`config.mk`:
```
export PLATFORM = sky130hd
export DESIGN_NAME = qco_cross_cmp
export DESIGN_NICKNAME = d
export VERILOG_FILES = /design/src/sv/qco_pkg.sv /design/src/sv/qco_cross_cmp.sv
export SDC_FILE = /design/constraint.sdc
export NUM_CORES = 2
export LEC_CHECK = 0
export ABC_AREA = 1
export ABC_CLOCK_PERIOD_IN_PS = 6100
export BUFFER_PORTS_ARGS = -buffer_cell sky130_fd_sc_hd__buf_4
export CORE_MARGIN = 2
export CORE_UTILIZATION = 45
export CTS_CLUSTER_SIZE = 24
export DETAILED_ROUTE_END_ITERATION = 12
export PLACE_DENSITY = 0.72
export RECOVER_POWER = 100
export SYNTH_ARGS = -nofsm -noshare
export SYNTH_HDL_FRONTEND = slang
export SYNTH_SLANG_ARGS = --single-unit
```
`constraint.sdc`:
```
create_clock -name clk_i -period 6.1 [get_ports clk_i]
set_clock_uncertainty 0.05 [all_clocks]
set_input_delay 0.305 -clock clk_i [delete_from_list [all_inputs] [get_ports clk_i]]
set_output_delay 0.305 -clock clk_i [all_outputs]
set_load 0.05 [all_outputs]
```
`src/sv/qco_pkg.sv`:
```
// Shared types for the quadrilateral corner ordering pipeline.
package qco_pkg;

  // Angle class of a corner offset, in ascending angle order
  typedef enum logic [1:0] {
    CLS_LOWER = 2'd0,  // dy < 0, angle in (-pi, 0)
    CLS_ZERO  = 2'd1,  // dy == 0 and dx >= 0, angle 0 (centroid too)
    CLS_UPPER = 2'd2,  // dy > 0, angle in (0, pi)
    CLS_PI    = 2'd3   // dy == 0 and dx < 0, angle pi
  } angle_cls_e;

  // Sign of the cross product a x b for one corner pair
  typedef struct packed {
    logic pos;  // a x b > 0
    logic neg;  // a x b < 0
  } cross_sign_t;

endpackage

```
`src/sv/qco_cross_cmp.sv`:
```
// Two-stage cross product sign unit for one pair of corner offsets.
module qco_cross_cmp #(
  parameter int DW = 19
) (
  input  logic                 clk_i,
  input  logic                 prod_en_i,
  input  logic                 cmp_en_i,
  input  logic signed [DW-1:0] a_dx_i,
  input  logic signed [DW-1:0] a_dy_i,
  input  logic signed [DW-1:0] b_dx_i,
  input  logic signed [DW-1:0] b_dy_i,
  output qco_pkg::cross_sign_t sign_o
);
  import qco_pkg::*;

  localparam int PW = 2 * DW;

  logic signed [PW-1:0] p_ab_q, p_ba_q;
  cross_sign_t          sign_q;

  // Product stage: the two terms of a x b
  always_ff @(posedge clk_i) begin
    if (prod_en_i) begin
      p_ab_q <= PW'(a_dx_i) * PW'(b_dy_i);
      p_ba_q <= PW'(a_dy_i) * PW'(b_dx_i);
    end
  end

  // Compare stage: sign of the difference
  always_ff @(posedge clk_i) begin
    if (cmp_en_i) begin
      sign_q.pos <= p_ab_q > p_ba_q;
      sign_q.neg <= p_ab_q < p_ba_q;
    end
  end

  assign sign_o = sign_q;

endmodule

```
==> summary.md <==
| Metric | Value |
|---|---|
| Setup Fix Bufs, Post-CTS | `0` |
| Min cycle time layout | `5830 ps` |
| WP data required | `6160 ps` |
| Ys Warns | `0` |
| Max Fclk | `0.171 GHz` |
| Final number of hold-violating endpoints | `0` |
| Synth Area in Compound Gates | `0.0292` |
| # diodes | `0` |
| CP delay by family, top | `adder cells` |
| Max clock buf depth | `2` |
| Latest clock arrival within the worst-skew pair | `350 ps` |
| Post-synth top area share | `0.458` |
| Nets | `5062` |
| Final Cycle Share | `0.956` |
| CTS buffer count | `9` |
| Clock transition time at the flip-flop clock pins of the worst setup and hold paths | `70 ps` |
| Gr ovfl total | `0` |
| Slew Viols, Final | `77` |
| Global-route wire length before repair | `126 mm` |
| P&R area growth vs syn | `6.69%` |
| Vias/cell | `4.83` |
| Fraction of synthesized area in multiplexers | `0` |
| Worst path most repeated cell | `fa_1` |
| Htree depth | `3` |
| Synth cell types | `44` |
| Simple-Gate Fraction of Synth Area | `0.154` |
| Synth Cell Area | `0.0322 mm2` |
| Crit Path Max Fanout | `19` |
| WL/cell | `14.8 um` |
| Commonest non-fill, non-tap cell in the layout | `inv_1` |
| Gp weighted congestion | `0.943` |
| Worst path cell trace | `buf_4 > nand2_1 > fa_1 > inv_1 > fa_1 > inv_1 > fa_1 > inv_1 > fa_1 > fa_1 > fa_1 > ha_1 > ha_1 > a21oi_1 > a21boi_0 > o21ai_0 > a21oi_1 > nand2_1 > nand2_1 > nand2_1` |
| Worst slew margin | `-1.77` |
| Vias in the first global route | `25.3k` |
| Die Y | `272 um` |
| CP arrival | `5890 ps` |
| WS Path Type | `in -> reg` |
| CP max-delay cell | `fa_1` |
| Initial antenna violation count | `1` |
| Yosys top cell by area | `fa_1` |
| Critical path buffers and inverters | `4` |
| Startpoint types | `input pin` |
| Post-Syn Nets | `5042` |
| Number of DRC markers in iteration 0 | `1661` |
| IO Count | `81` |
| Syn Area/Cell | `8.14 um2` |
| Top cells by area, synth | `fa_1 (46%), inv_1 (15%), nand2_1 (11%)` |
| Top FF cell, synth | `edfxtp_1` |
| Seq/Total Area, Yosys | `0.0727` |
| Num rows | `98` |
| Ratio of cells with drive above 1 in the final layout | `0.0577` |
| Setup crit end kind | `flip-flop` |
| CORE AREA | `0.0712 mm2` |
| Max cap viols | `1` |
| Clock tree from TritonCTS | `built` |
| DRT antenna net count | `0` |
| Main combinational cell family by area after synthesis | `adder cells` |
| FFs w/ async S/R, synth | `0` |
| EDFF count, synth | `78` |
| Die area | `0.0738 mm2` |
| Largest net degree at the start of global routing | `77` |
| Failing checks | `capacitance limit, slew limit` |
| Hold_ws | `148 ps` |
| Worst slew pin tran | `4150 ps` |
| Starting Density | `0.452` |
| Drt first pass iters | `6` |
| GRT Overall Usage | `0.211` |
| Routed vias | `23.9k` |
| Unrepaired setup endpoints after global routing | `no` |
| CP max stage delay | `680 ps` |
| # clock sinks | `78` |
| Final Setup Violations | `0` |
| Post-Syn Instances | `3961` |
| Status | `finished, violations left` |
| Post-synthesis xor/xnor area fraction | `0.0155` |
| Synth Register Bits | `78` |
| Drt drc | `0` |
| Synth Area in Adders | `0.561` |
| Dpl hpwl | `63.4 mm` |
| Number of port buffers | `80` |
| Commonest non-fill, non-tap cells in the layout | `inv_1 (1281), nand2_1 (967), fa_1 (736)` |
| Die Width | `272 um` |
| Hold WC Path Type | `in -> reg` |
| Clock root cell | `clkbuf_16` |
| Final WL | `73.2 mm` |
==> per-layer routing <==
metal  GRT usage  share of wire
met1       0.284           0.42
met2       0.364           0.50
met3      0.0269          0.063
met4      0.0435          0.021
met5           0        0.00019
==> final timing paths <==
check,from,cells after the start,slack (ps),endpoint
hold reg to reg,p_ab_q[37],3,1000,sign_o[0]
hold / removal,cmp_en_i,1,150,sign_o[0]
setup / recovery,a_dy_i[18],20,270,p_ba_q[36]
setup reg to reg,p_ab_q[37],10,3780,sign_o[1]
==> state kept, by name, summed over array words and instances (netlist names) <==
name and flops:
p_ab_q 38, sign_o 2, p_ba_q 38
==> final cells by class <==
class                           count  area, um2
Timing Repair Buffer              159       1210
Sequential cell                    78       2340
Tap cell                          950       1190
Multi-Input combinational cell   2444      24500
Clock buffer                        9        225
Fill cell                        6692      36900
Clock inverter                      7        111
Inverter                         1289       4840
==> worst register-to-register path: stages (launching register included) <==
cell	delay, ps
edfxtp_1	400
ha_1	410
nand2_1	110
nor2_1	250
nand4_1	150
nor2_1	170
nand3_1	120
nand3_1	110
nand2_1	50
nand2_1	150
nor2_1	80
==> repair_timing <==
item                                    CTS  global route
gates resized for setup                   0             2
endpoints found under the setup margin    0             2
hold buffers                              0             0
==> stage by stage <==
| stage | util | TNS (ps) | cell area (um2) | cells | setup WS, ps |
|---|---|---|---|---|---|
| after floorplan | - | 0 | 32200 | 3961 | 23.2 |
| after global placement | 0.479 | -2.62 | 34100 | 4920 | -2.62 |
| after detailed placement | 0.479 | -33.5 | 34100 | 4920 | -18.7 |
| after CTS | 0.483 | 0 | 34400 | 4936 | 332 |
| after global routing | 0.483 | 0 | 34400 | 4936 | 29.5 |
| final | 0.483 | 0 | 34400 | 4936 | 267 |
==> synth_stat cells (4+ instances only) <==
cell type	number
a21boi_0	5
a21o_1	10
a21oi_1	74
a21oi_2	4
buf_1	32
clkbuf_1	118
edfxtp_1	78
fa_1	738
ha_1	264
inv_1	1281
inv_2	5
nand2_1	963
nand2_2	18
nand3_1	58
nand3_2	7
nand3b_1	6
nand4_1	12
nor2_1	120
nor2_2	13
nor3_1	6
o21ai_0	28
o21ai_1	11
o21ai_2	5
o21bai_1	13
or2_2	7
xnor2_1	11
xor2_1	44
==> kinds of logic after synthesis <==
family,after synthesis
simple gates,1225
buf+inv,1439
flops,78
xor+xnor,56
compound gates,161
fa+ha+maj,1002
Power is left out: the tool's default activity adds up to more than one toggle a clock period on the data nets, which glitch-free logic cannot reach.
